### src/hdl/esodo_pkg.sv
// ----------------------------------------------------------------------------
// esodo_pkg
// shared types, constants and the arctangent table of the smoothed odometry
// ----------------------------------------------------------------------------
package esodo_pkg;

    // default geometry of the fixed-point formats
    localparam int ANGLE_BITS_DEF    = 16;
    localparam int POS_FRAC_BITS_DEF = 16;

    // configuration port
    localparam int CFG_W     = 16;
    localparam int CFG_IDX_W = 1;
    localparam logic [CFG_IDX_W-1:0] CFG_SCALE      = 1'b0;
    localparam logic [CFG_IDX_W-1:0] CFG_WHEEL_BASE = 1'b1;
    localparam logic [CFG_W-1:0]     SCALE_RST      = 16'd5462;
    localparam logic [CFG_W-1:0]     WHEEL_BASE_RST = 16'd5760;

    // 2*pi in q3.29
    localparam logic [31:0] TWO_PI_Q29 = 32'd3373259426;

    // cordic
    localparam int CORDIC_STEPS = 30;
    localparam int CORDIC_W     = 34;
    localparam int CORDIC_ZW    = 33;
    localparam logic signed [CORDIC_W-1:0] CORDIC_GAIN_Q30 = 34'sd652032874;

    // divide by three of the three-sample sum magnitude
    localparam int DIV3_W = 34;

    // multiply-divide unit
    localparam int MUL_AW = 49;
    localparam int MUL_BW = 33;
    localparam int MUL_PW = MUL_AW + MUL_BW;
    localparam int DEN_W  = 64;
    localparam int QMAG_W = 63;
    localparam logic [QMAG_W-1:0] QMAX = 63'h4000_0000_0000_0000;

    // turn angle divider
    localparam int ANG_NW = 49;
    localparam int ANG_DW = 48;

    typedef struct packed {
        logic signed [31:0] left_count;
        logic signed [31:0] right_count;
    } odo_in_t;

    typedef struct packed {
        logic signed [31:0] x_pos;
        logic signed [31:0] y_pos;
        logic        [15:0] heading;
        logic signed [15:0] x_cm;
        logic signed [15:0] y_cm;
    } odo_out_t;

    typedef enum logic [4:0] {
        S_IDLE,
        S_AVG_GO,
        S_AVG_WAIT,
        S_DELTA,
        S_MULA,
        S_MULB,
        S_MULC,
        S_COS0_GO,
        S_COS0_WAIT,
        S_ANG_GO,
        S_ANG_WAIT,
        S_COS1_GO,
        S_COS1_WAIT,
        S_MD_GO,
        S_MD_WAIT,
        S_UPDATE,
        S_OUT
    } odo_state_t;

    // atan(2^-k) as a 32-bit binary angle
    function automatic logic [31:0] atan_val(input logic [4:0] k);
        logic [31:0] v;
        unique case (k)
            5'd0:    v = 32'h2000_0000;
            5'd1:    v = 32'h12E4_051D;
            5'd2:    v = 32'h09FB_385B;
            5'd3:    v = 32'h0511_11D4;
            5'd4:    v = 32'h028B_0D43;
            5'd5:    v = 32'h0145_D7E1;
            5'd6:    v = 32'h00A2_F61E;
            5'd7:    v = 32'h0051_7C55;
            5'd8:    v = 32'h0028_BE53;
            5'd9:    v = 32'h0014_5F2E;
            5'd10:   v = 32'h000A_2F98;
            5'd11:   v = 32'h0005_17CC;
            5'd12:   v = 32'h0002_8BE6;
            5'd13:   v = 32'h0001_45F3;
            5'd14:   v = 32'h0000_A2F9;
            5'd15:   v = 32'h0000_517C;
            5'd16:   v = 32'h0000_28BE;
            5'd17:   v = 32'h0000_145F;
            5'd18:   v = 32'h0000_0A2F;
            5'd19:   v = 32'h0000_0517;
            5'd20:   v = 32'h0000_028B;
            5'd21:   v = 32'h0000_0145;
            5'd22:   v = 32'h0000_00A2;
            5'd23:   v = 32'h0000_0051;
            5'd24:   v = 32'h0000_0028;
            5'd25:   v = 32'h0000_0014;
            5'd26:   v = 32'h0000_000A;
            5'd27:   v = 32'h0000_0005;
            5'd28:   v = 32'h0000_0002;
            5'd29:   v = 32'h0000_0001;
            default: v = 32'h0000_0000;
        endcase
        return v;
    endfunction

endpackage

### src/hdl/esodo_div3.sv
// ----------------------------------------------------------------------------
// esodo_div3
// bit-serial division by three, one quotient bit per cycle
// ----------------------------------------------------------------------------
module esodo_div3 (
    input  logic                          clk,
    input  logic                          rst_n,
    input  logic                          start,
    input  logic [esodo_pkg::DIV3_W-1:0]  dividend,
    output logic [esodo_pkg::DIV3_W-1:0]  quotient,
    output logic                          done
);
    import esodo_pkg::*;

    localparam int CNT_W = $clog2(DIV3_W + 1);

    logic [DIV3_W-1:0] sh_reg;
    logic [1:0]        rem_reg;
    logic [CNT_W-1:0]  cnt_reg;
    logic              done_reg;
    logic [2:0]        trial;
    logic              qbit;
    logic [1:0]        rem_next;

    assign trial    = {rem_reg, sh_reg[DIV3_W-1]};
    assign qbit     = (trial >= 3'd3);
    assign rem_next = qbit ? 2'(trial - 3'd3) : trial[1:0];

    always_ff @(posedge clk or negedge rst_n)
    begin
        if (!rst_n)
        begin
            cnt_reg  <= '0;
            done_reg <= 1'b0;
        end
        else
        begin
            done_reg <= (cnt_reg == CNT_W'(1));
            if (start)
                cnt_reg <= CNT_W'(DIV3_W);
            else if (cnt_reg != '0)
                cnt_reg <= cnt_reg - CNT_W'(1);
        end
    end

    always_ff @(posedge clk)
    begin
        if (start)
        begin
            sh_reg  <= dividend;
            rem_reg <= 2'd0;
        end
        else if (cnt_reg != '0)
        begin
            sh_reg  <= {sh_reg[DIV3_W-2:0], qbit};
            rem_reg <= rem_next;
        end
    end

    assign quotient = sh_reg;
    assign done     = done_reg;

endmodule

### config.mk
export PLATFORM = sky130hd
export DESIGN_NAME = esodo_div3
export DESIGN_NICKNAME = d
export VERILOG_FILES = /design/src/hdl/esodo_pkg.sv /design/src/hdl/esodo_div3.sv
export SDC_FILE = /design/constraint.sdc
export NUM_CORES = 1
export LEC_CHECK = 0
export BUFFER_PORTS_ARGS = -buffer_cell sky130_fd_sc_hd__buf_2
export CORE_MARGIN = 3
export CORE_UTILIZATION = 48
export DETAILED_ROUTE_END_ITERATION = 10
export PLACE_DENSITY_LB_ADDON = 0.1
export SYNTH_ARGS = -nofsm -noshare
export SYNTH_HDL_FRONTEND = slang
export SYNTH_SLANG_ARGS = --single-unit
### constraint.sdc
create_clock -name clk -period 2.9 [get_ports clk]
set_input_delay 0.29 -clock clk [delete_from_list [all_inputs] [get_ports clk]]
set_output_delay 0.29 -clock clk [all_outputs]
set_load 0.05 [all_outputs]
# [Word-level counts from Yosys, hierarchy flattened]
# Cells that the tools add are included.
[word_totals] word_cells=15 ff_bits=43 input_bits=37 out_inout_bits=35
[op_classes] n_eq_ne=1 magnitude_cmp=1 n_mux=5 reduce_logical=2 addsub=2
[op_table] operator="34-bit two-way mux" count=2
[op_table] operator="6-bit two-way mux" count=2
[op_table] operator="6-bit by 1-bit equality test with 1-bit output, second input constant" count=1
[op_table] operator="6-bit nonzero test" count=1
[op_table] operator="6-bit by 1-bit subtractor with 6-bit output, second input constant" count=1
[op_table] operator="3-bit by 2-bit greater-or-equal comparator with 1-bit output, second input constant" count=1
[op_table] operator="2-bit two-way mux" count=1
[op_table] operator="2-bit nonzero test" count=1
[op_table] operator="2-bit subtractor, second input constant" count=1

# [Longest topological paths before layout]
[depth] word_depth=3 ltp_mapped=5 ltp_nobuf=5

# [Worst setup path before layout]
# OpenSTA, ideal clock, no wires.
[synth_path] path_type="flip-flop to flip-flop" from="reg cnt_reg[0]" to="reg sh_reg[0] (netlist: quotient[0]) (enable)" t_required_ns=2.408 path_buffers=0 arrival_time_ns=1.889 period_less_slack_ns=2.381 slack_ns=0.519 path_stages_with_launch=6 setup_ns=0.492 path_cell_list="dfrtp_1 inv_1 ha_1 or4b_4 nor2_1 nand2_1"
[synth_between] elab_chain_cells=2
[synth_lines] element="from (decl)" line_no="esodo_div3.sv:19" text="logic [CNT_W-1:0] cnt_reg;"
[synth_lines] element="from (signal assigned)" line_no="esodo_div3.sv:40" text="cnt_reg <= CNT_W'(DIV3_W);"
[synth_lines] element="from (signal assigned)" line_no="esodo_div3.sv:42" text="cnt_reg <= cnt_reg - CNT_W'(1);"
[synth_lines] element="6-bit nonzero test" line_no="esodo_div3.sv:53" text="else if (cnt_reg != '0)"
[synth_lines] element="2-bit nonzero test (no line)"
[synth_lines] element="to (signal assigned)" line_no="esodo_div3.sv:50" text="sh_reg <= dividend;"
[synth_lines] element="to (signal assigned)" line_no="esodo_div3.sv:55" text="sh_reg <= {sh_reg[DIV3_W-2:0], qbit};"
[synth_lines] element="to (decl)" line_no="esodo_div3.sv:17" text="logic [DIV3_W-1:0] sh_reg;"
# No other way between the ends.
# A chain may end at the register's enable or synchronous reset.

# [Worst setup path in the final report]
[layout_path] from="reg cnt_reg[0]" to="reg sh_reg[23] (netlist: quotient[23]) (enable)"
# Same word-level chain as after synthesis.

==> summary.txt <==
Status = complete, no violations
Htree depth = 2
Drt total wl = 3650 um
CP Data Arrival Time = 2090 ps
Most used flip-flop cell after synthesis = edfxtp_1
Post-CTS sizing = 0
Post-Syn Area per Cell = 15.2 um2
Data required, critical path = 2910 ps
Routed len/inst = 14.5 um
Largest net degree at the start of global routing = 35
Hold Violations, Final = 0
Core box area = 3740 um2
Die area = 4780 um2
Fillers = 302
CTS Buf Count = 5
Share of async-settable or async-resettable flops after synthesis = 16.3%
Crit path max fanout = 34
Setup repair bufs after CTS = 0
Hold Worst Slack = 298 ps
PwrDens = 683 nW/um2
Max Clock Skew = 7.10 ps
Post-synth EDFFs = 34
Yosys top cell area share = 53.4%
Tmin final = 2090 ps
Clock transition at the registers of the reported paths = 70 ps
CP cell instances = inv_1 -> ha_1 -> or4b_4 -> nor2_1 -> nand2_1 -> buf_4
Critical path type = reg2reg
Area leader, netlist = edfxtp_1
Final setup fails = 0
FF+latch area = 1240 um2
Post-Synthesis Cells = 126
Core Rows = 22
Setup TNS = 0 ps
Fraction of final layout cells sized beyond drive strength 1 = 56.7%
Total gr overflow = 0
Post-DP Area = 2320 um2
Crit path max-delay cell type = or4b_4
Synth unique cells = 30
Design area = 2410 um2
Synth Warn # = 0
Period utilization = 71.9%
GRT Util Overall = 16.4%
Initial antenna violation count = 0
CTS tree = done
F_max = 479 MHz
RePlAce Congestion = 0.800
# DRC = 0
Largest cells by area after synthesis = edfxtp_1 (53%), mux2_2 (19%), dfrtp_1 (9.2%), dfxtp_1 (2.1%), ha_1 (2.0%)
Maxcap violations = 0
Vert. Die Dim = 69.1 um
Io pins = 72
Vias/cell = 5.16
Antenna cells = 0
First-pass GRT wire length = 6160 um
Hold Buf Count CTS = 1
CTS Sinks = 43
Number of global-route vias before repair = 1305
Pre-CTS setup slack = 821 ps
Die W = 69.1 um
Via count = 1296
ANT nets after route = 0
Critical path capture point type = register
Root buf cell = clkbuf_8
Synth top cells by count = edfxtp_1 (34), mux2_2 (33), dfrtp_1 (7), nor3_1 (6)
Final Max Slew Viols = 0
Max incr delay on CP = 520 ps
Tot Pwr = 1.65 mW
# nets final = 242
Clock Tree Buf Depth = 2
1st-pass router iterations = 4
Setup ws final = 814 ps
Worst vdd ir = 0.372 mV
Syn_nets = 166
RSZ-0062 raised after global routing = false
Clk_lat worst skew = 290 ps
Area of the multi-input gates = 637 um2
Leakage = 1.04 nW
#FFs+latches synth = 43
Top-count cell post-synth = edfxtp_1
Least-Margin Pin Slew = 794 ps
Dpl hpwl = 2680 um
Slew HR = 46.3%
Syn-to-layout area delta = 26.2%
Hold Crit Class = in2reg
Port Buf Inserts = 71
Sequential area share after synthesis = 64.6%
Worst setup SP type = register
Starting density of the core = 51.1%
Drt first-iter violations = 40
Largest register FFs = 34
Synth Cell Area = 1910 um2
## where the power goes
part,leakage [nW],internal [mW],switching (mW)
Sequential,0.463,0.762,0.0582
Clock,0.0422,0.169,0.183
Combinational,0.535,0.152,0.325
Total,1.04,1.08,0.567
## worst paths after layout
kind                       depth (start not counted)  slack, ps      endpoint         start
setup reg to reg                                   6        810  quotient[23]    cnt_reg[0]
max in group asynchronous                          2       2390    cnt_reg[0]         rst_n
hold / removal                                     2        300  quotient[21]  dividend[21]
hold reg to reg                                    2        510    rem_reg[1]    rem_reg[1]
min in group asynchronous                          2        360    cnt_reg[5]         rst_n
setup / recovery                                   6        810  quotient[23]    cnt_reg[0]
## metrics by stage
| step | instances | util (%) |
|---|---|---|
| after global routing | 251 | 64.5 |
| after floorplan | 126 | - |
| after CTS | 251 | 64.5 |
| final | 251 | 64.5 |
| after detailed placement | 242 | 62.0 |
| after global placement | 242 | 62.0 |
## area by class of cell
class / instances / area share (%)
Clock buffer: 7 / 3.16
Clock inverter: 1 / 0.207
Inverter: 5 / 0.778
Multi-Input combinational cell: 73 / 26.4
Sequential cell: 43 / 51.2
Tap cell: 48 / 2.49
Timing Repair Buffer: 74 / 15.8
## per-layer routing
metal  GRT usage [%]  part of all wire [%]  vias up
li1                -                     -      631
met1            18.8                    43      612
met3            7.43                   9.1        7
met2            26.6                    46       46
met5               0                     0        -
met4            6.72                   1.6        0
## cell usage in the layout (no fill, tap or decap), types with 2 or more instances in the layout
cell	instances
a21oi_1	4
nor2_1	3
inv_1	5
ha_1	3
buf_4	2
clkbuf_1	2
dfxtp_1	2
dfrtp_1	7
nand2_1	5
buf_2	71
mux2_2	33
edfxtp_1	34
o21ai_0	2
nor3_1	6
clkbuf_8	5
## logic make-up after synthesis
kind of cell             synth area share (%)
flip-flops                               64.6
adder cells (fa/ha/maj)                  1.96
AO/OA/AOI/OAI                            4.91
AND/OR/NAND/NOR                          6.54
buffers and inverters                    2.09
multiplexers                             19.4
XOR/XNOR                                0.458
## critical path: cells and delay by family (launching register included)
family        cells  cell delay (ps)
fa+ha+maj         1              210
flops             1              420
buf+inv           2              370
simple gates      3              800
Power figures use the tool's default switching activity.
