**src/hdl/esodo_pkg.sv**
```systemverilog
// ----------------------------------------------------------------------------
// esodo_pkg
// shared types, constants and the arctangent table of the smoothed odometry
// ----------------------------------------------------------------------------
package esodo_pkg;

    // default geometry of the fixed-point formats
    localparam int ANGLE_BITS_DEF    = 16;
    localparam int POS_FRAC_BITS_DEF = 16;

    // configuration port
    localparam int CFG_W     = 16;
    localparam int CFG_IDX_W = 1;
    localparam logic [CFG_IDX_W-1:0] CFG_SCALE      = 1'b0;
    localparam logic [CFG_IDX_W-1:0] CFG_WHEEL_BASE = 1'b1;
    localparam logic [CFG_W-1:0]     SCALE_RST      = 16'd5462;
    localparam logic [CFG_W-1:0]     WHEEL_BASE_RST = 16'd5760;

    // 2*pi in q3.29
    localparam logic [31:0] TWO_PI_Q29 = 32'd3373259426;

    // cordic
    localparam int CORDIC_STEPS = 30;
    localparam int CORDIC_W     = 34;
    localparam int CORDIC_ZW    = 33;
    localparam logic signed [CORDIC_W-1:0] CORDIC_GAIN_Q30 = 34'sd652032874;

    // divide by three of the three-sample sum magnitude
    localparam int DIV3_W = 34;

    // multiply-divide unit
    localparam int MUL_AW = 49;
    localparam int MUL_BW = 33;
    localparam int MUL_PW = MUL_AW + MUL_BW;
    localparam int DEN_W  = 64;
    localparam int QMAG_W = 63;
    localparam logic [QMAG_W-1:0] QMAX = 63'h4000_0000_0000_0000;

    // turn angle divider
    localparam int ANG_NW = 49;
    localparam int ANG_DW = 48;

    typedef struct packed {
        logic signed [31:0] left_count;
        logic signed [31:0] right_count;
    } odo_in_t;

    typedef struct packed {
        logic signed [31:0] x_pos;
        logic signed [31:0] y_pos;
        logic        [15:0] heading;
        logic signed [15:0] x_cm;
        logic signed [15:0] y_cm;
    } odo_out_t;

    typedef enum logic [4:0] {
        S_IDLE,
        S_AVG_GO,
        S_AVG_WAIT,
        S_DELTA,
        S_MULA,
        S_MULB,
        S_MULC,
        S_COS0_GO,
        S_COS0_WAIT,
        S_ANG_GO,
        S_ANG_WAIT,
        S_COS1_GO,
        S_COS1_WAIT,
        S_MD_GO,
        S_MD_WAIT,
        S_UPDATE,
        S_OUT
    } odo_state_t;

    // atan(2^-k) as a 32-bit binary angle
    function automatic logic [31:0] atan_val(input logic [4:0] k);
        logic [31:0] v;
        unique case (k)
            5'd0:    v = 32'h2000_0000;
            5'd1:    v = 32'h12E4_051D;
            5'd2:    v = 32'h09FB_385B;
            5'd3:    v = 32'h0511_11D4;
            5'd4:    v = 32'h028B_0D43;
            5'd5:    v = 32'h0145_D7E1;
            5'd6:    v = 32'h00A2_F61E;
            5'd7:    v = 32'h0051_7C55;
            5'd8:    v = 32'h0028_BE53;
            5'd9:    v = 32'h0014_5F2E;
            5'd10:   v = 32'h000A_2F98;
            5'd11:   v = 32'h0005_17CC;
            5'd12:   v = 32'h0002_8BE6;
            5'd13:   v = 32'h0001_45F3;
            5'd14:   v = 32'h0000_A2F9;
            5'd15:   v = 32'h0000_517C;
            5'd16:   v = 32'h0000_28BE;
            5'd17:   v = 32'h0000_145F;
            5'd18:   v = 32'h0000_0A2F;
            5'd19:   v = 32'h0000_0517;
            5'd20:   v = 32'h0000_028B;
            5'd21:   v = 32'h0000_0145;
            5'd22:   v = 32'h0000_00A2;
            5'd23:   v = 32'h0000_0051;
            5'd24:   v = 32'h0000_0028;
            5'd25:   v = 32'h0000_0014;
            5'd26:   v = 32'h0000_000A;
            5'd27:   v = 32'h0000_0005;
            5'd28:   v = 32'h0000_0002;
            5'd29:   v = 32'h0000_0001;
            default: v = 32'h0000_0000;
        endcase
        return v;
    endfunction

endpackage

```
**src/hdl/esodo_angdiv.sv**
```systemverilog
// ----------------------------------------------------------------------------
// esodo_angdiv
// turn angle divider, restoring long division one quotient bit per cycle
// ----------------------------------------------------------------------------
module esodo_angdiv #(
    parameter int ANGLE_BITS = esodo_pkg::ANGLE_BITS_DEF
) (
    input  logic                          clk,
    input  logic                          rst_n,
    input  logic                          start,
    input  logic [esodo_pkg::ANG_NW-1:0]  num,
    input  logic [esodo_pkg::ANG_DW-1:0]  den,
    input  logic                          neg,
    output logic [ANGLE_BITS-1:0]         turn,
    output logic                          done
);
    import esodo_pkg::*;

    localparam int STEPS = ANG_NW + ANGLE_BITS + 21;
    localparam int CNT_W = $clog2(STEPS + 1);

    logic [ANG_NW-1:0]     num_reg;
    logic [ANG_DW-1:0]     den_reg;
    logic [ANG_DW-1:0]     r_reg;
    logic [ANGLE_BITS-1:0] q_reg;
    logic [ANGLE_BITS-1:0] turn_reg;
    logic                  neg_reg;
    logic [CNT_W-1:0]      cnt_reg;
    logic                  fin_reg;
    logic                  done_reg;
    logic [ANG_DW:0]       trial;
    logic                  ge;
    logic                  rnd;
    logic [ANGLE_BITS-1:0] q_rnd;

    assign trial = {r_reg, num_reg[ANG_NW-1]};
    assign ge    = (trial >= {1'b0, den_reg});
    assign rnd   = (r_reg >= (den_reg - r_reg));
    assign q_rnd = q_reg + ANGLE_BITS'(rnd);

    always_ff @(posedge clk or negedge rst_n)
    begin
        if (!rst_n)
        begin
            cnt_reg  <= '0;
            fin_reg  <= 1'b0;
            done_reg <= 1'b0;
        end
        else
        begin
            done_reg <= fin_reg;
            fin_reg  <= (cnt_reg == CNT_W'(1));
            if (start)
                cnt_reg <= CNT_W'(STEPS);
            else if (cnt_reg != '0)
                cnt_reg <= cnt_reg - CNT_W'(1);
        end
    end

    always_ff @(posedge clk)
    begin
        if (start)
        begin
            num_reg <= num;
            den_reg <= den;
            neg_reg <= neg;
            r_reg   <= '0;
            q_reg   <= '0;
        end
        else if (cnt_reg != '0)
        begin
            num_reg <= {num_reg[ANG_NW-2:0], 1'b0};
            r_reg   <= ge ? ANG_DW'(trial - {1'b0, den_reg}) : trial[ANG_DW-1:0];
            q_reg   <= {q_reg[ANGLE_BITS-2:0], ge};
        end
        if (fin_reg)
            turn_reg <= neg_reg ? -q_rnd : q_rnd;
    end

    assign turn = turn_reg;
    assign done = done_reg;

endmodule

```
**config.mk**
```make
export PLATFORM = sky130hd
export DESIGN_NAME = esodo_angdiv
export DESIGN_NICKNAME = d
export VERILOG_FILES = /design/src/hdl/esodo_pkg.sv /design/src/hdl/esodo_angdiv.sv
export SDC_FILE = /design/constraint.sdc
export NUM_CORES = 1
export LEC_CHECK = 0
export BUFFER_PORTS_ARGS = -buffer_cell sky130_fd_sc_hd__buf_4
export CAP_MARGIN = 30
export CORE_UTILIZATION = 55
export DETAILED_ROUTE_END_ITERATION = 8
export PLACE_DENSITY = 0.71
export SKIP_LAST_GASP = 1
export SLEW_MARGIN = 20
export SYNTH_ARGS = -nofsm -noshare
export SYNTH_HDL_FRONTEND = slang
export SYNTH_SLANG_ARGS = --single-unit
```
**constraint.sdc**
```tcl
create_clock -name clk -period 8.5 [get_ports clk]
set_input_delay 1.275 -clock clk [delete_from_list [all_inputs] [get_ports clk]]
set_output_delay 1.275 -clock clk [all_outputs]
set_load 0.05 [all_outputs]
```
======== Word level (Yosys, flattened, before mapping) ========
Index checks and enable logic that the tools add are counted.
Widths: inputs -> output; s select.
storage, ports and cells
  logic and storage cells ................. 25
  flip-flop bits (word level) ............. 187
  bits of input ports ..................... 101
  output and inout bits ................... 17
cells by class
  muxes and demuxes ....................... 6
  reduce and logical (&&, ||, !) cells .... 2
  add/sub/neg operators ................... 5
  $lt $le $gt $ge ......................... 2
  eq/ne operators ......................... 1
operator list
  operator             count
  $mux 49              2
  $sub 48x48->48       2
  $ge 49x48->1         1
  $ge 48x48->1         1
  $mux 48              1
  $add 16x1->16        1
  $mux 16              1
  $neg 16->16          1
  $mux 7               2
  $eq 7x1->1 const B   1
  $reduce_bool 7->1    1
  $sub 7x1->7 const B  1
  $reduce_bool 2->1    1

======== Depth between registers and ports, before layout ========
Gate-level depths: netlist of the first run.
  depth after elaboration ................. 5
  depth in mapped cells ................... 35
  gate-level depth less buffers ........... 35

======== Worst setup path before layout of the first run ========
OpenSTA, ideal clock, no wires.
  path kind ............................... reg2reg
  start point ............................. register den_reg[0]
  end point ............................... register turn_reg[15], in the netlist turn[15], data pin
  arrival time ............................ 5730 ps
  stages on the path, launching flop included .. 35
  path slack .............................. 2510 ps
  data required time ...................... 8240 ps
  path through ............................ edfxtp_1 inv_1 ha_1 inv_1 fa_1 a21oi_1 o221ai_1 nand2_1 o221ai_1 o211a_1 o2bb2ai_1 a21oi_1 o21ai_1 xnor2_1 ha_1 a21o_1 a21o_1 a21o_1 a21oi_1 nor2b_1 o21ai_0 nand2b_1 a221oi_1 o21ai_1 a221o_1 ha_1 ha_1 nand3_1 xnor2_1 and4b_1 nand3_1 inv_1 nand3_1 o21ai_0 xnor2_1
between the ends
  longest elaborated chain between the ends .. 5
RTL lines
  item                    RTL line            text
  start, declared         esodo_angdiv.sv:23  logic [ANG_DW-1:0] den_reg;
  start signal, assigned  esodo_angdiv.sv:65  den_reg <= den;
  $sub 48x48->48 (*)      esodo_angdiv.sv:38  assign rnd = (r_reg >= (den_reg - r_reg));
  $ge 48x48->1 (*)        esodo_angdiv.sv:38
  $add 16x1->16 (*)       esodo_angdiv.sv:39  assign q_rnd = q_reg + ANGLE_BITS'(rnd);
  $neg 16->16             esodo_angdiv.sv:77  turn_reg <= neg_reg ? -q_rnd : q_rnd;
  $mux 16 (*)             esodo_angdiv.sv:77
  end signal, assigned    esodo_angdiv.sv:77
  end, declared           esodo_angdiv.sv:26  logic [ANGLE_BITS-1:0] turn_reg;
Every way passes the cells marked *; elsewhere a longest branch is shown, timed or not.
A chain may end at the register's enable or synchronous reset.

======== Worst setup path after layout of the first run ========
  start point ............................. register den_reg[0]
  end point ............................... register turn_reg[12], in the netlist turn[12], data pin
Same word-level chain as after synthesis.

==> flow_summary.ini, run 1 <==
[outcome]
outcome = complete, no violations

[critical_path]
start_kind = flop
cp.required_ps = 8690
crit_family = compound AO/OA/AOI/OAI gates
worstRegToRegCells = 32
endpoint = turn[12]$_DFFE_PP_
slowest_delay_ps = 430
criticalPathCategory = reg -> reg
startpoint = den_reg[0]$_DFFE_PP_
crit_cells = 32
crit_fanout = 5
critPathBufInv = 2
slowest_stage = edfxtp_1
r2r-end = turn[12]$_DFFE_PP_
r2r-start = den_reg[0]$_DFFE_PP_
arrival_ps = 7300
ff2ff_setup_slack_ps = 1390
cp-end-kind = flop
cp_common_cell = ha_1

[clocking]
ctsHoldBuffers = 0
numClockSinks = 187
htreeDepth = 4
clock-root-buffer = clkbuf_16
postCtsSetupRepairBufs = 0
cts_buffer_depth = 2
cts_buffers = 17
tritoncts = done
post_cts_resized = 0
clk_latency_ps = 460
cts.clk_slew.worst_paths_ps = 80

[logic_synthesis]
synth_edf_count = 114
synth_top_area_share_pct = 24.6
ys_seq_area_share_pct = 35.5
synth_area_sq_um = 13900
syn_nets = 1787
synth-main-ff-cell = edfxtp_1
synthCells = 1536
synth_cell_type_count = 72
syn_area_per_cell_sq_um = 9.05
ys_warn_count = 0
synth-seq-cells = 187
async_reset_ff_share_pct = 4.81
synth_area_leaders = edfxtp_1 25%, ha_1 13%, dfxtp_1 9.2%
synth_top_area_cell = edfxtp_1

[grt]
grt_pass1_vias = 11000
overflow = 0
grt_pass1_wl_mm = 54.1
grt_max_degree = 82
track_usage_pct = 25.6
antenna_found_initial = 0

[routing]
drt_iter0_drc = 885
drtAntennaViolNets = 0
drc = 0
detail_route.wl_per_cell_um = 16.8
dr.pass1.iters = 6
avgViaCountPerCell = 5.85
routed_wl_mm = 32.8
vias = 11500

[timing]
setup_ws_ps = 1390
hold_slack_ps = 466
finalMaxSlewViolations = 0
finalSetupTns_ps = 0
slew_headroom_pct = 49.6
finalCritPeriodShare_pct = 83.6
fin_crit_ps = 7110
hold_violations = 0
grt_setup_unrepaired = no
fmax_mhz = 141
worst_slew_pin_slew_ps = 750
fin_skew_ps = 20.3
finalSetupViolations = 0

[cells_and_area]
instances_no_fill = 1960
fillers = 2068
syn2layout_area_growth_pct = 12.7
diodes = 0
multi_input_area_sq_um = 8260
fin_util_pct = 63.9
final_area_sq_um = 15700
nets = 1874
largest_reg_flops = 49
layout-drive-gt1-share_pct = 13.3
regArea_sq_um = 4930

[min_path]
min_path_type = reg -> reg

[floorplanning]
std_cell_rows = 57
die_h_um = 161
core_area_sq_um = 24500
dieWidth_um = 161
ios = 118
die_area_sq_um = 25900
initial_core_util_pct = 56.7

[placed_design]
routabilityCongestion = 0.929
placedCellCount = 1926
numPortBuffers = 117
pre_cts_ws_ps = 1420
place_hpwl_mm = 24.2
dpl-instance-area_sq_um = 15000

[power]
ir_drop_v = 0.000110
powerDensity_nw_per_um2 = 184
totalPowerFinal_mw = 2.88
p_leak_nw = 6.67

[run]
drv_cap = 0
synthesized netlist by cell type, types with 15 or more instances:
cell,count
a211oi_1,19
a21o_1,56
a21oi_1,132
a311oi_1,17
a31oi_1,18
clkbuf_1,50
dfxtp_1,64
edfxtp_1,114
ha_1,148
inv_1,130
mux2_2,48
nand2_1,158
nand2b_1,23
nand3_1,33
nand4_1,30
nor2_1,88
nor2b_1,19
nor3_1,15
o21ai_0,51
o21ai_1,26
xnor2_1,69
xor2_1,55
metal layers:
layer  vias to the layer above  wire (um)  part of all wire (%)  track usage (%)
li1                       5743          -                     -                -
met1                      5358      15700                    48             35.1
met2                       330      15000                    46             41.8
met3                        44       1550                   4.7             4.16
met4                         0        555                   1.7             7.08
met5                         -          0                     0                0
placed cells by master (no fill, tap or decap), drive strengths merged, types with 15 or more instances in the layout:
cell / count
nor2: 88
nand2: 158
nand2b: 23
buf: 124
a311oi: 17
edfxtp: 114
mux2: 48
a21oi: 132
nand4: 30
a211oi: 20
clkbuf: 17
nor3: 15
nand3: 33
xnor2: 69
a21o: 56
xor2: 55
ha: 148
dfxtp: 64
nor2b: 19
inv: 137
a31oi: 19
o21ai: 78
report_power, final:
part	internal (mW)	switching (mW)	total, mW
clock	0.402	0.425	0.827
combinational	0.414	0.547	0.961
sequential	1.04	0.0579	1.10
total	1.85	1.03	2.88
tightest hold or removal path: cells and delay by family, from the launching register on:
| family | cells | cell delay [ps] |
|---|---|---|
| flip-flops | 1 | 320 |
| AO/OA/AOI/OAI | 1 | 50 |
| AND/OR/NAND/NOR | 1 | 50 |
worst min-delay path by stage:
stage | cells after the start | start | end | slack [ps]
floorplan | 2 | q_reg[15]$_SDFFE_PP0P_ | q_reg[15]$_SDFFE_PP0P_ | 440
global placement | 2 | q_reg[15]$_SDFFE_PP0P_ | q_reg[15]$_SDFFE_PP0P_ | 460
detailed placement | 2 | q_reg[15]$_SDFFE_PP0P_ | q_reg[15]$_SDFFE_PP0P_ | 460
CTS | 2 | q_reg[15]$_SDFFE_PP0P_ | q_reg[15]$_SDFFE_PP0P_ | 470
global route | 2 | q_reg[15]$_SDFFE_PP0P_ | q_reg[15]$_SDFFE_PP0P_ | 490
finish | 2 | q_reg[15]$_SDFFE_PP0P_ | q_reg[15]$_SDFFE_PP0P_ | 470
layout make-up:
| cell class | count | share of cell area, % |
|---|---|---|
| repair buffers | 125 | 6.25 |
| multi-input cells | 1162 | 52.7 |
| inverters | 130 | 3.11 |
| clock inverters | 15 | 1.20 |
| flip-flops and latches | 187 | 31.5 |
| clock buffers | 17 | 2.71 |
| well taps | 324 | 2.59 |
kinds of logic after synthesis:
kind of cell | count (synthesis) | share of synthesized area, %
buf+inv | 187 | 5.24
mux | 61 | 4.82
fa+ha+maj | 150 | 13.6
compound gates | 416 | 19.2
simple gates | 411 | 13.9
flops | 187 | 35.5
xor+xnor | 124 | 7.81
No activity file was read; power rests on OpenSTA's default activity.
==> inputs of run 2 (changes only) <==
Settings changed: PLACE_DENSITY 0.71 to 0.74.
Clock period 8.5 ns to 6 ns, I/O delays scaled along.
==> flow_summary.ini, run 2 (same netlist as run 1, synthesis figures left out) <==
[outcome]
outcome = finished with violations
violations = setup timing

[critical_path]
cp-end-kind = flop
criticalPathCategory = reg -> reg
crit_fanout = 4
slowest_stage = edfxtp_1
slowest_delay_ps = 420
cp.required_ps = 6200
start_kind = flop
arrival_ps = 6350

[placed_design]
place_hpwl_mm = 25.0
numPortBuffers = 117
routabilityCongestion = 0.915
dpl-instance-area_sq_um = 15900

[timing]
finalCritPeriodShare_pct = 102
fin_crit_ps = 6150
worst_slew_pin_slew_ps = 870
slew_headroom_pct = 42.0
setup_ws_ps = -149
fmax_mhz = 163
fin_skew_ps = 24.1
hold_violations = 0
hold_slack_ps = 259
finalSetupTns_ps = -619
finalMaxSlewViolations = 0
grt_setup_unrepaired = yes
finalSetupViolations = 9

[clocking]
clk_latency_ps = 460
numClockSinks = 187
cts.clk_slew.worst_paths_ps = 90
htreeDepth = 4
cts_buffer_depth = 2
cts_buffers = 17
clock-root-buffer = clkbuf_16
tritoncts = done

[routing]
drc = 0
routed_wl_mm = 34.8
detail_route.wl_per_cell_um = 16.6
vias = 12000
avgViaCountPerCell = 5.74
drtAntennaViolNets = 0
drt_iter0_drc = 822
dr.pass1.iters = 5

[floorplanning]
die_h_um = 161
std_cell_rows = 57
core_area_sq_um = 24500
initial_core_util_pct = 56.7
dieWidth_um = 161
ios = 118
die_area_sq_um = 25900

[grt]
overflow = 0
grt_pass1_wl_mm = 56.1
track_usage_pct = 26.8
grt_pass1_vias = 11500
grt_max_degree = 79
antenna_found_initial = 0

[cells_and_area]
syn2layout_area_growth_pct = 22.2
fillers = 1871
final_common_cell = buf_4
layout-drive-gt1-share_pct = 22.9
nets = 2008
diodes = 0
final_area_sq_um = 17000
final_cell_mix = 256 x buf_4, 155 x nand2_1, 143 x ha_1, 125 x inv_1, 125 x a21oi_1
largest_reg_flops = 49

[power]
ir_drop_v = 0.000143
powerDensity_nw_per_um2 = 257
p_leak_nw = 7.36

[min_path]
min_path_type = in -> async

[run]
drv_cap = 0
==> run 2: changes by cell type in the layout (fill, tap and decap cells not counted), moves of 5 or more <==
cell / before / now
a21oi_1: 132 / 125
a21oi_2: 0 / 7
o21ai_2: 0 / 7
o21ai_0: 51 / 44
buf_4: 121 / 256
nand3_1: 33 / 28
ha_1: 148 / 143
==> run 2: what timing repair did <==
action,in CTS,in global routing
resized for setup,36,37
buffers inserted,13,8
setup endpoints to repair,15,13
gates cloned,0,0
hold buffers,0,0
pin swaps,20,35
==> run 2: critical path: cells and delay by family (launching register included) <==
kind	cells	cell delay [ps]
and+or+nand+nor	7	940
DFF	1	420
AOI/OAI and AO/OA	15	2720
xor gates and xnor gates	3	300
buffers and inverters	4	360
adders and majority gates	5	1150
==> run 2: power breakdown <==
part           total (mW)  internal, mW  switching (mW)
clock                1.21         0.605           0.603
sequential           1.54          1.47          0.0712
combinational        1.61         0.760           0.855
total                4.36          2.83            1.53
==> run 2: stage by stage <==
| step | instances | power (mW) | utilization [%] | setup WS, ps |
|---|---|---|---|---|
| 5_1_grt | 2094 | 4.60 | 69.3 | -426 |
| 6_report | 2094 | 4.36 | 69.3 | -149 |
| 4_1_cts | 2086 | 4.31 | 68.3 | -4.15 |
| 2_1_floorplan | 1536 | 2.56 | - | 9.64 |
| 3_3_place_gp | 2040 | 3.01 | 64.7 | -391 |
| 3_5_place_dp | 2041 | 3.04 | 64.8 | -623 |
==> run 2: final timing paths <==
check	cells after the start	from	slack [ps]	endpoint
min in group clk	2	q_reg[15]$_SDFFE_PP0P_	460	q_reg[15]$_SDFFE_PP0P_
max in group asynchronous	1	rst_n	5600	cnt_reg[0]$_DFFE_PN0P_
worst max register to register	34	den_reg[0]$_DFFE_PP_	-150	turn[15]$_DFFE_PP_
worst max-delay path	34	den_reg[0]$_DFFE_PP_	-150	turn[15]$_DFFE_PP_
worst min register to register	2	q_reg[15]$_SDFFE_PP0P_	460	q_reg[15]$_SDFFE_PP0P_
worst min-delay path	1	rst_n	260	done$_DFF_PN0_
==> run 2: final cells by class <==
type / instances / area, sq um / area share (%)
Clock buffer: 17 / 425 / 2.50
Multi-Input combinational cell: 1162 / 8570 / 50.5
Sequential cell: 187 / 4930 / 29.0
Timing Repair Buffer: 259 / 1970 / 11.6
Inverter: 130 / 488 / 2.87
Clock inverter: 15 / 196 / 1.16
Tap cell: 324 / 405 / 2.39
==> run 2: metal layers <==
layer	share of wire [%]	up-vias	track usage [%]
met1	46	5567	36.4
met4	2.5	0	8.75
met2	46	376	44.0
met5	0	-	0
met3	5.1	58	3.95
li1	-	6025	-
