**config.mk**
```make
export PLATFORM = sky130hd
export DESIGN_NAME = esodo_muldiv
export DESIGN_NICKNAME = d
export VERILOG_FILES = /design/src/hdl/esodo_pkg.sv /design/src/hdl/esodo_muldiv.sv
export SDC_FILE = /design/constraint.sdc
export NUM_CORES = 1
export LEC_CHECK = 0
export BUFFER_PORTS_ARGS = -buffer_cell sky130_fd_sc_hd__buf_2
export CAP_MARGIN = 10
export CORE_MARGIN = 2
export CORE_UTILIZATION = 55
export DETAILED_ROUTE_END_ITERATION = 10
export GPL_TIMING_DRIVEN = 0
export PLACE_DENSITY = 0.78
export SYNTH_ARGS = -nofsm -noshare
export SYNTH_HDL_FRONTEND = slang
export SYNTH_SLANG_ARGS = --single-unit
```
**constraint.sdc**
```tcl
create_clock -name clk -period 8.8 [get_ports clk]
set_clock_uncertainty 0.15 [all_clocks]
set_input_delay 0 -clock clk [delete_from_list [all_inputs] [get_ports clk]]
set_output_delay 0 -clock clk [all_outputs]
set_load 0.03 [all_outputs]
```
**src/hdl/esodo_pkg.sv**
```systemverilog
// ----------------------------------------------------------------------------
// esodo_pkg
// shared types, constants and the arctangent table of the smoothed odometry
// ----------------------------------------------------------------------------
package esodo_pkg;

    // default geometry of the fixed-point formats
    localparam int ANGLE_BITS_DEF    = 16;
    localparam int POS_FRAC_BITS_DEF = 16;

    // configuration port
    localparam int CFG_W     = 16;
    localparam int CFG_IDX_W = 1;
    localparam logic [CFG_IDX_W-1:0] CFG_SCALE      = 1'b0;
    localparam logic [CFG_IDX_W-1:0] CFG_WHEEL_BASE = 1'b1;
    localparam logic [CFG_W-1:0]     SCALE_RST      = 16'd5462;
    localparam logic [CFG_W-1:0]     WHEEL_BASE_RST = 16'd5760;

    // 2*pi in q3.29
    localparam logic [31:0] TWO_PI_Q29 = 32'd3373259426;

    // cordic
    localparam int CORDIC_STEPS = 30;
    localparam int CORDIC_W     = 34;
    localparam int CORDIC_ZW    = 33;
    localparam logic signed [CORDIC_W-1:0] CORDIC_GAIN_Q30 = 34'sd652032874;

    // divide by three of the three-sample sum magnitude
    localparam int DIV3_W = 34;

    // multiply-divide unit
    localparam int MUL_AW = 49;
    localparam int MUL_BW = 33;
    localparam int MUL_PW = MUL_AW + MUL_BW;
    localparam int DEN_W  = 64;
    localparam int QMAG_W = 63;
    localparam logic [QMAG_W-1:0] QMAX = 63'h4000_0000_0000_0000;

    // turn angle divider
    localparam int ANG_NW = 49;
    localparam int ANG_DW = 48;

    typedef struct packed {
        logic signed [31:0] left_count;
        logic signed [31:0] right_count;
    } odo_in_t;

    typedef struct packed {
        logic signed [31:0] x_pos;
        logic signed [31:0] y_pos;
        logic        [15:0] heading;
        logic signed [15:0] x_cm;
        logic signed [15:0] y_cm;
    } odo_out_t;

    typedef enum logic [4:0] {
        S_IDLE,
        S_AVG_GO,
        S_AVG_WAIT,
        S_DELTA,
        S_MULA,
        S_MULB,
        S_MULC,
        S_COS0_GO,
        S_COS0_WAIT,
        S_ANG_GO,
        S_ANG_WAIT,
        S_COS1_GO,
        S_COS1_WAIT,
        S_MD_GO,
        S_MD_WAIT,
        S_UPDATE,
        S_OUT
    } odo_state_t;

    // atan(2^-k) as a 32-bit binary angle
    function automatic logic [31:0] atan_val(input logic [4:0] k);
        logic [31:0] v;
        unique case (k)
            5'd0:    v = 32'h2000_0000;
            5'd1:    v = 32'h12E4_051D;
            5'd2:    v = 32'h09FB_385B;
            5'd3:    v = 32'h0511_11D4;
            5'd4:    v = 32'h028B_0D43;
            5'd5:    v = 32'h0145_D7E1;
            5'd6:    v = 32'h00A2_F61E;
            5'd7:    v = 32'h0051_7C55;
            5'd8:    v = 32'h0028_BE53;
            5'd9:    v = 32'h0014_5F2E;
            5'd10:   v = 32'h000A_2F98;
            5'd11:   v = 32'h0005_17CC;
            5'd12:   v = 32'h0002_8BE6;
            5'd13:   v = 32'h0001_45F3;
            5'd14:   v = 32'h0000_A2F9;
            5'd15:   v = 32'h0000_517C;
            5'd16:   v = 32'h0000_28BE;
            5'd17:   v = 32'h0000_145F;
            5'd18:   v = 32'h0000_0A2F;
            5'd19:   v = 32'h0000_0517;
            5'd20:   v = 32'h0000_028B;
            5'd21:   v = 32'h0000_0145;
            5'd22:   v = 32'h0000_00A2;
            5'd23:   v = 32'h0000_0051;
            5'd24:   v = 32'h0000_0028;
            5'd25:   v = 32'h0000_0014;
            5'd26:   v = 32'h0000_000A;
            5'd27:   v = 32'h0000_0005;
            5'd28:   v = 32'h0000_0002;
            5'd29:   v = 32'h0000_0001;
            default: v = 32'h0000_0000;
        endcase
        return v;
    endfunction

endpackage

```
**src/hdl/esodo_muldiv.sv**
```systemverilog
// ----------------------------------------------------------------------------
// esodo_muldiv
// serial shift-add multiply then restoring divide, rounded and saturated
// ----------------------------------------------------------------------------
module esodo_muldiv (
    input  logic                                clk,
    input  logic                                rst_n,
    input  logic                                start,
    input  logic [esodo_pkg::MUL_AW-1:0]        a_mag,
    input  logic [esodo_pkg::MUL_BW-1:0]        b_mag,
    input  logic                                neg,
    input  logic [esodo_pkg::DEN_W-1:0]         den,
    output logic signed [esodo_pkg::DEN_W-1:0]  result,
    output logic                                done
);
    import esodo_pkg::*;

    localparam int CNT_W = $clog2(MUL_PW + 1);

    logic [MUL_AW-1:0]        a_reg;
    logic [MUL_BW-1:0]        b_reg;
    logic [MUL_PW-1:0]        p_reg;
    logic [DEN_W-1:0]         den_reg;
    logic [DEN_W-1:0]         r_reg;
    logic [QMAG_W-1:0]        q_reg;
    logic                     sat_reg;
    logic                     neg_reg;
    logic signed [DEN_W-1:0]  res_reg;
    logic [CNT_W-1:0]         cnt_reg;
    logic                     mul_reg;
    logic                     div_reg;
    logic                     fin_reg;
    logic                     done_reg;
    logic [MUL_AW:0]          acc_sum;
    logic [DEN_W-1:0]         trial;
    logic                     ge;
    logic                     rnd;
    logic [QMAG_W-1:0]        mag;

    // lsb-first shift-add: the high half takes the partial product
    assign acc_sum = (MUL_AW+1)'(p_reg[MUL_PW-1:MUL_BW])
                   + (MUL_AW+1)'(b_reg[0] ? a_reg : {MUL_AW{1'b0}});

    assign trial = {r_reg[DEN_W-2:0], p_reg[MUL_PW-1]};
    assign ge    = (trial >= den_reg);
    assign rnd   = !sat_reg && (r_reg >= (den_reg - r_reg));
    assign mag   = sat_reg ? QMAX : (q_reg + QMAG_W'(rnd));

    always_ff @(posedge clk or negedge rst_n)
    begin
        if (!rst_n)
        begin
            cnt_reg  <= '0;
            mul_reg  <= 1'b0;
            div_reg  <= 1'b0;
            fin_reg  <= 1'b0;
            done_reg <= 1'b0;
        end
        else
        begin
            done_reg <= fin_reg;
            fin_reg  <= 1'b0;
            if (start)
            begin
                mul_reg <= 1'b1;
                cnt_reg <= CNT_W'(MUL_BW);
            end
            else if (mul_reg)
            begin
                if (cnt_reg == CNT_W'(1))
                begin
                    mul_reg <= 1'b0;
                    div_reg <= 1'b1;
                    cnt_reg <= CNT_W'(MUL_PW);
                end
                else
                    cnt_reg <= cnt_reg - CNT_W'(1);
            end
            else if (div_reg)
            begin
                if (cnt_reg == CNT_W'(1))
                begin
                    div_reg <= 1'b0;
                    fin_reg <= 1'b1;
                end
                cnt_reg <= cnt_reg - CNT_W'(1);
            end
        end
    end

    always_ff @(posedge clk)
    begin
        if (start)
        begin
            a_reg   <= a_mag;
            b_reg   <= b_mag;
            p_reg   <= '0;
            den_reg <= den;
            neg_reg <= neg;
            r_reg   <= '0;
            q_reg   <= '0;
            sat_reg <= 1'b0;
        end
        else if (mul_reg)
        begin
            p_reg <= {acc_sum, p_reg[MUL_BW-1:1]};
            b_reg <= {1'b0, b_reg[MUL_BW-1:1]};
        end
        else if (div_reg)
        begin
            p_reg   <= {p_reg[MUL_PW-2:0], 1'b0};
            r_reg   <= ge ? (trial - den_reg) : trial;
            q_reg   <= {q_reg[QMAG_W-2:0], ge};
            // quotient reaching 2^62 saturates
            sat_reg <= sat_reg | q_reg[QMAG_W-1] | q_reg[QMAG_W-2];
        end
        if (fin_reg)
            res_reg <= neg_reg ? -signed'({1'b0, mag}) : signed'({1'b0, mag});
    end

    assign result = res_reg;
    assign done   = done_reg;

endmodule
```
== Word level (Yosys, flattened, before mapping) ==
Cells that the tools add are included.
Storage, ports and cells
  flip-flop bits (word level): 432
  bits of input ports: 150
  output and inout bits: 65
  logic and storage cells: 58
Cells by class
  add/subtract/negate cells: 6
  order comparisons: 2
  equality and inequality tests: 2
  multiplexer cells: 22
  bitwise operators: 4
  reduce and logical (&&, ||, !) cells: 7
Operators with widths (count)
  82-bit 2-to-1 mux: 2
  64-bit greater-or-equal comparator: 2
  64-bit subtractor: 2
  63-bit 2-to-1 mux: 2
  33-bit 2-to-1 mux: 2
  64-bit 2-to-1 mux: 1
  63-bit negation with 64-bit output: 1
  63-bit by 1-bit adder with 63-bit output: 1
  49-bit by 49-bit adder with 50-bit output: 1
  49-bit 2-to-1 mux: 1
  7-bit 2-to-1 mux: 4
  1-bit 2-to-1 mux: 10
  7-bit by 1-bit equality test with 1-bit output, second input constant: 1
  7-bit by 1-bit subtractor with 7-bit output, second input constant: 1
  2-bit AND reduction: 2
  2-bit nonzero test: 2
  3-bit nonzero test: 1
  2-bit by 1-bit inequality test with 1-bit output, second input constant: 1
  1-bit inverter: 2
  1-bit OR: 2
  1-bit logical AND: 1
  1-bit zero test: 1

== Logic depth before layout (Yosys ltp) ==
Gate-level depths: netlist of the first run.
  depth in word-level cells: 7
  depth in mapped cells: 38
  mapped depth without buffers: 37

== Worst setup path after synthesis of the first run ==
No wires, ideal clock.
  kind: register to register
  from: register den_reg[0]
  to: register res_reg[62] (netlist: result[62]) (data pin)
  setup time: 0.266 ns
  data arrival time: 7.926 ns
  path slack: 0.458 ns
  cell stages (with the launch flop): 38
  buffers on the path: 1
  cells stage by stage: edfxtp_1 -> inv_1 -> ha_1 -> inv_1 -> fa_1 -> a211oi_1 -> nor2_1 -> o31a_1 -> o21ba_2 -> a311oi_1 -> o31ai_1 -> o31a_1 -> a21o_1 -> a21oi_1 -> xor2_1 -> ha_1 -> a21o_1 -> a21o_1 -> [2 not listed] -> nor2b_1 -> o21ai_0 -> a21oi_1 -> o221a_2 -> o21ai_0 -> o21ai_0 -> ha_1 -> nand2_1 -> or3_4 -> or4_1 -> clkbuf_1 -> nor4_1 -> mux2_2 -> or3_1 -> or4_1 -> or4_4 -> o31ai_2 -> xor2_1
Between the ends
  longest elaborated chain between the ends: 7
RTL lines
  start: declaration: line esodo_muldiv.sv:23  | logic [DEN_W-1:0] den_reg;
  start signal: assignment: line esodo_muldiv.sv:98  | den_reg <= den;
  64-bit subtractor (*): line esodo_muldiv.sv:46  | assign rnd = !sat_reg && (r_reg >= (den_reg - r_reg));
  64-bit greater-or-equal comparator (*): line esodo_muldiv.sv:46
  1-bit logical AND (*): line esodo_muldiv.sv:46
  63-bit by 1-bit adder with 63-bit output (*): line esodo_muldiv.sv:47  | assign mag = sat_reg ? QMAX : (q_reg + QMAG_W'(rnd));
  63-bit 2-to-1 mux (*): line esodo_muldiv.sv:47
  63-bit negation with 64-bit output: line esodo_muldiv.sv:118  | res_reg <= neg_reg ? -signed'({1'b0, mag}) : signed'({1'b0, mag});
  63-bit 2-to-1 mux (*): line esodo_muldiv.sv:118
  end signal: assignment: line esodo_muldiv.sv:118
  end: declaration: line esodo_muldiv.sv:28  | logic signed [DEN_W-1:0] res_reg;
Every way passes the cells marked *; elsewhere a longest branch is shown, timed or not.
A chain may end at the register's enable or synchronous reset.

== Worst setup path after layout of the first run ==
Ends and elaborated chain as after synthesis.

==> impl_results.md, run 1 <==
- Post-synthesis cell type count: 85
- Clk sink count: between 400 and 500
- Worst EP required: between 8000 and 9000 ps
- Initial DRC Count: 3227
- Crit-path slowest cell: or4_4
- Final Non-Filler Cells: 5108
- Top Ports: 215
- Period Utilization, post-route: 97.5%
- Post-synth top flop: edfxtp_1
- Max H-tree Level: 2
- Async SR Flop Fraction: 2.55%
- Cells after synthesis: 3737
- Critical path arrival: 8770 ps
- Global-route wire length before repair: 154000 µm
- Synth-to-layout area growth: 23.5%
- Max reg flops: 82
- Hold Path Cell Cnt: 2
- Die extent in y: 244 µm
- Multi-input gate area: around 20000 µm²
- Port Buf Inserts: 214
- Cell count after placement: 4710
- CTS tree: built
- Pre-Repair DR Iteration Count: 6
- Largest net degree at the start of global routing: 90
- Root buffer cell: clkbuf_16
- Register area: 10800 µm²
- Total grt overflow: 0
- Slew margin rel.: 19.1%
- Routed WL: between 90000 and 100000 µm
- RSZ-0062 raised after global routing: yes
- Seq cells post-synth: approximately 430
- Drt drc: 0
- Clk buf depth: 3
- Die Area: 59300 µm²
- WP buf/inv: 6
- Vias in the first global route: 29.5k
- Final Hold Viols: 0
- Register area share after synthesis: 34.3%
- Peak VDD IR: approximately 0.19 mV
- Setup Viol. Count Final: 0
- Core Area: 56600 µm²
- Pwr/cell area: a little over 200 nW/µm²
- Levels on crit path: roughly 40
- Mapped Area: 31600 µm²
- Routability Congestion: 0.978
- Min-delay worst type: input pin to register
- Initial Util: 55.8%
- Syn_nets: a little over 4k
- Die span in x: approximately 240 µm
- Worst Max-Slew Pin Slew: 1200 ps
- Reg2Reg Depth: 41
- Cell family with most CP delay: compound AO/OA/AOI/OAI gates
- Wirelength per Cell: 19.4 µm
- Hpwl dp: 68800 µm
- CTS buffer count: 51
- Max Clock Freq: 117 MHz
- YS warnings: 0
- Clk slew on worst S/H paths: 60 ps
- Nets@finish: 4702
- Share of cells above drive strength 1: 12.1%
- Max-Cap Viols: 0
- Fill count: 4460
- CP max stage delay: 570 ps
- Status: finished clean
- Most common cell after layout, fill and taps aside: nand2_1
- Setup CP Type: register to register
- CP Max Fanout: 6
- Placement Rows: 87
- Post-DRT Antenna Nets: 0
- Slew Viols, Final: 0
- Setup crit end kind: register
- Worst Setup Start Kind: register
- Antenna violations before repair: 7
- WHS: 44.0 ps
- Pleak: 0.0161 µW
- Via count: 31.3k
- Post-synth EDFFs: 211
- Vias per cell: approximately 6.1
- Clk_lat worst skew: 640 ps
- GRT Overall Usage: 32.1%
- Most common cell on crit path: a21o_1
- Post-Syn Area per Cell: 8.45 µm²
- Fin crit period: 8580 ps
- Commonest non-fill, non-tap cells in the layout: nand2_1 (365), a21oi_1 (354), nor2_1 (292)
-- repair_timing --
action                                  in CTS  in global routing
hold endpoints to repair                   254                  0
gates resized for setup                     74                 69
pin swaps                                   34                 34
buffers inserted                            28                 26
endpoints found under the setup margin      50                 37
hold buffers                               260                  0
-- where the power goes --
group          internal (µW)  switching [µW]  leakage [µW]  total, µW
registers               2380             224       0.00390       2600
logic                   1330            1980        0.0113       3310
clock network           1220             907      0.000828       2130
total                   4940            3110        0.0161       8050
-- worst paths after layout --
kind,start,slack (ps),end
setup / recovery,den_reg[0]$_DFFE_PP_,220,result[62]$_DFFE_PP_
hold / removal,den[58],40,den_reg[58]$_DFFE_PP_
setup reg to reg,den_reg[0]$_DFFE_PP_,220,result[62]$_DFFE_PP_
min in group asynchronous,rst_n,320,div_reg$_DFFE_PN0P_
max in group asynchronous,rst_n,7750,fin_reg$_DFF_PN0_
hold reg to reg,q_reg[49]$_SDFFE_PP0P_,350,q_reg[50]$_SDFFE_PP0P_
-- metal layers --
| metal | vias to the layer above | share of wire [%] | global-route usage (%) |
|---|---|---|---|
| li1 | 14800 | - | - |
| met1 | 14800 | 41 | 42.3 |
| met2 | 1424 | 46 | 53.3 |
| met3 | 291 | 8.7 | 4.95 |
| met4 | 4 | 3.8 | 11.9 |
| met5 | - | 0.019 | 0 |
-- stage by stage --
stage | cell area [µm²] | util [%] | setup TNS [ps] | total power, µW | setup slack (ps)
6_report | 39000 | 68.9 | 0 | 8050 | 219
5_1_grt | 39000 | 68.9 | -834 | 8480 | -136
4_1_cts | 38500 | 68.0 | -142 | 7880 | -63.5
3_5_place_dp | 33700 | 59.5 | -71570 | 5620 | -2470
3_3_place_gp | 33600 | 59.3 | -70000 | 5570 | -2400
2_1_floorplan | 31600 | - | 0 | 4840 | 458
-- cells by family after synthesis --
group | Yosys count | share of synthesized area (%)
and+or+nand+nor | 1205 | 18.5
AOI/OAI and AO/OA | 1111 | 22.4
DFF | 432 | 34.3
buffers and inverters | 399 | 4.83
adders and majority gates | 248 | 9.90
xor gates and xnor gates | 244 | 6.77
muxes | 98 | 3.30
-- worst register-to-register path: cells and delay by family (launching register included) --
| kind | cells | cell delay (ps) |
|---|---|---|
| compound gates | 20 | 3440 |
| simple gates | 8 | 2170 |
| fa+ha+maj | 5 | 1110 |
| buf+inv | 6 | 740 |
| flops | 1 | 390 |
| xor+xnor | 2 | 290 |
-- synth_stat cells (12+ instances only) --
cell      number  area share (%)
xor2_1       102             2.8
mux2i_1       50             1.6
xnor2_1      142             3.9
nand2b_1      36            0.71
a211oi_1     120             2.9
nand4_1       75             1.5
clkbuf_1     176             2.1
nor2b_1       71             1.4
nor4_1        22            0.44
o21bai_1      33            0.78
o31ai_1       28            0.67
ha_1         245             9.7
o41ai_1       13            0.36
nand2_1      366             4.4
and3_1        37            0.73
inv_1        191             2.3
nor3_1        59            0.94
a21oi_1      365             5.8
o22ai_1       15            0.30
nor2_1       295             3.5
edfxtp_1     211              20
a311oi_1      23            0.64
a31oi_1       37            0.73
buf_1         18            0.21
mux2_2        48             1.7
a21o_1       108             2.6
and4_1        14            0.39
o31a_1        12            0.33
or3_1         30            0.59
and2_1        67             1.3
o211ai_1      21            0.50
nand3_1       85             1.3
o21a_1        30            0.71
dfxtp_1      210              13
a221oi_1      18            0.50
o21ai_0      199             3.2
-- layout make-up --
class | instances | share of cell area [%]
Multi-Input combinational cell | 2906 | 51.0
Clock inverter | 27 | 0.523
Inverter | 193 | 1.86
Clock buffer | 69 | 3.75
Tap cell | 756 | 2.43
Buffer | 189 | 1.90
Timing Repair Buffer | 531 | 10.7
Antenna cell | 5 | 0.0321
Sequential cell | 432 | 27.8
Note: power is estimated with default switching activity, not from simulation.
==> run 2, diff against run 1 <==
--- a/config.mk
+++ b/config.mk
@@ -11,7 +11,9 @@
 export CORE_UTILIZATION = 55
 export DETAILED_ROUTE_END_ITERATION = 10
 export GPL_TIMING_DRIVEN = 0
+export MAX_ROUTING_LAYER = met4
 export PLACE_DENSITY = 0.78
+export RECOVER_POWER = 100
 export SYNTH_ARGS = -nofsm -noshare
 export SYNTH_HDL_FRONTEND = slang
 export SYNTH_SLANG_ARGS = --single-unit
==> run 2 against run 1 <==
  * The run now ends with max-capacitance violations, max-slew violations left
  * Utilization shrank 0.41 points
  * Maximum frequency shrank 2.1%
  * Critical path depth shrank 10
  * Global-route usage grew 1.4 points
  * Worst hold slack lost 21 ps
  * Total power grew 0.98%
  * Via count shrank 0.28%
  * Clock power grew 4%
  * Worst setup slack lost 180 ps
  * Clock-buffer cell count grew 3
  * Final cell count is essentially flat
  * Largest power group unchanged
==> impl_results.md, run 2 (synthesis gave the netlist of run 1 again) <==
- Status: complete, but fails checks (was finished clean)
- Failing checks: max-capacitance violations, max-slew violations
- Pre-Repair DR Iteration Count: 6 (unchanged)
- CP Max Fanout: 10 (was 6)
- Routability Congestion: 0.985 (was 0.978)
- Final Hold Viols: 0 (unchanged)
- Core Area: 56600 µm² (unchanged)
- Worst Setup Start Kind: register (unchanged)
- Post-Route Setup TNS: 0 ps (unchanged)
- Cell count after placement: 4710 (unchanged)
- Vias in the first global route: 29.6k (was 29.5k)
- Max-Cap Viols: 2 (was 0)
- Initial DRC Count: 3219 (was 3227)
- Setup CP Type: register to register (unchanged)
- Proportion of power drawn by the clock network: 27.2% (was 26.5%)
- Final Non-Filler Cells: 5103 (was 5108)
- Combinational group share of total power: 40.8% (was 41.2%)
- Post-DRT Antenna Nets: 0 (unchanged)
- Setup Viol. Count Final: 0 (unchanged)
- Global-route wire length before repair: 157000 µm (was 154000 µm)
- CP max stage delay: 570 ps (about the same)
- Crit-path slowest cell: or4_4 (unchanged)
- GRT Overall Usage: 33.5% (was 32.1%)
- Slew Viols, Final: 75 (was 0)
- NetSw: 3100 µW (was 3110 µW)
- Max H-tree Level: 2 (unchanged)
- Die span in x: 244 µm (unchanged)
- Clk sink count: 432 (unchanged)
- Clk_lat worst skew: 610 ps (was 640 ps)
- Commonest non-fill, non-tap cells in the layout: nand2_1 (364), a21oi_1 (357), nor2_1 (292) (was nand2_1 (365), a21oi_1 (354), nor2_1 (292))
- Largest net degree at the start of global routing: 89 (was 90)
- Sequential share of power: 32.0% (was 32.3%)
- Placement Rows: 87 (unchanged)
- Via count: 31.2k (was 31.3k)
- Antenna violations before repair: 4 (was 7)
- Die Area: 59300 µm² (unchanged)
- Power, Total: 8130 µW (was 8050 µW)
- Clk buf depth: 3 (unchanged)
- Min-delay worst type: input pin to register (unchanged)
- Root buffer cell: clkbuf_16 (unchanged)
- Synth-to-layout area growth: 22.8% (was 23.5%)
- Period Utilization, post-route: 99.6% (was 97.5%)
- Slew margin rel.: -54.4% (was 19.1%)
- Switch share: 38.1% (was 38.7%)
- Port Buf Inserts: 214 (unchanged)
- Vias per cell: 6.12 (was 6.13)
- Share of cells above drive strength 1: 10.0% (was 12.1%)
- Max reg flops: 82 (unchanged)
- Fin crit period: 8760 ps (was 8580 ps)
- Clk slew on worst S/H paths: 70 ps (was 60 ps)
- RSZ-0062 raised after global routing: yes (unchanged)
- Nets@finish: 4698 (was 4702)
- Hpwl dp: 69300 µm (was 68800 µm)
- Routed WL: 100000 µm (was 99300 µm)
- Total grt overflow: 0 (unchanged)
- CTS tree: built (unchanged)
- Wirelength per Cell: 19.6 µm (was 19.4 µm)
- Pwr/cell area: 210 nW/µm² (was 206 nW/µm²)
- Fill count: 4566 (was 4460)
- Die extent in y: 244 µm (unchanged)
- Pleak: 0.0158 µW (was 0.0161 µW)
- CTS buffer count: 51 (unchanged)
- Drt drc: 0 (unchanged)
- Worst EP required: 9000 ps (was 8990 ps)
- Setup crit end kind: register (unchanged)
- Critical path arrival: 8960 ps (was 8770 ps)
- Worst Max-Slew Pin Slew: 2320 ps (was 1200 ps)
- Initial Util: 55.8% (unchanged)
- Most common cell after layout, fill and taps aside: nand2_1 (unchanged)
- WHS: 22.9 ps (was 44.0 ps)
- Top Ports: 215 (unchanged)
- Peak VDD IR: 0.192 mV (was 0.195 mV)
- Internal power: 5030 µW (was 4940 µW)
- Max Clock Freq: 114 MHz (was 117 MHz)
run 2: area by class of cell:
cell class / count / area [µm²] / share of cell area [%]
flip-flops and latches: 432 / 10800 / 27.9
repair buffers: 525 / 3990 / 10.3
well taps: 756 / 946 / 2.44
inverters: 193 / 724 / 1.87
diodes: 6 / 15.0 / 0.0387
clock buffers: 72 / 1420 / 3.65
clock inverters: 22 / 294 / 0.759
plain buffers: 191 / 744 / 1.92
multi-input cells: 2906 / 19800 / 51.1
run 2: timing repair:
item | 4_1_cts | 5_1_grt
endpoints found under the hold margin | 234 | 0
pin swaps | 30 | 27
endpoints found under the setup margin | 50 | 38
resized for setup | 74 | 49
buffers inserted | 29 | 21
hold buffers | 258 | 0
run 2: routing by layer:
layer	global-route usage (%)	vias up	wire, µm
met3	5.67	256	8890
met4	11.2	0	3440
met2	53.3	1440	45800
li1	-	14800	-
met5	-	-	0
met1	43.5	14700	41900
run 2: worst paths after layout:
check | start | end | slack, ps | depth (start not counted)
hold / removal | den[62] | den_reg[62]$_DFFE_PP_ | 20 | 2
max in group asynchronous | rst_n | cnt_reg[3]$_DFFE_PN0P_ | 7800 | 3
setup reg to reg | r_reg[8]$_SDFFE_PP0P_ | result[62]$_DFFE_PP_ | 40 | 31
hold reg to reg | q_reg[56]$_SDFFE_PP0P_ | q_reg[57]$_SDFFE_PP0P_ | 350 | 2
setup / recovery | r_reg[8]$_SDFFE_PP0P_ | result[62]$_DFFE_PP_ | 40 | 31
min in group asynchronous | rst_n | cnt_reg[6]$_DFFE_PN0P_ | 340 | 3
run 2: metrics by stage:
step                util [%]  instance area [µm²]  worst slack (ps)
finish                  68.5                38800              38.9
CTS                     68.0                38500             -34.3
global placement        59.3                33600             -2480
global route            68.5                38800              -346
floorplan                  -                31600               458
detailed placement      59.5                33700             -2510
run 2: worst max-delay path, delay by kind of cell, from the launching register on:
family,cells,cell delay (ps)
XOR/XNOR,2,200
AO/OA/AOI/OAI,10,2610
flip-flops,1,390
AND/OR/NAND/NOR,12,3600
adder cells (fa/ha/maj),3,870
buffers and inverters,4,660
run 2: power by group through the flow:
stage                     Clock [µW]  Combinational, µW  Sequential, µW
final                           2210               3320            2600
after global placement             0               2960            2620
after detailed placement           0               3010            2620
after CTS                       2210               3170            2590
after floorplan                    0               2300            2550
after global routing            2310               3640            2630
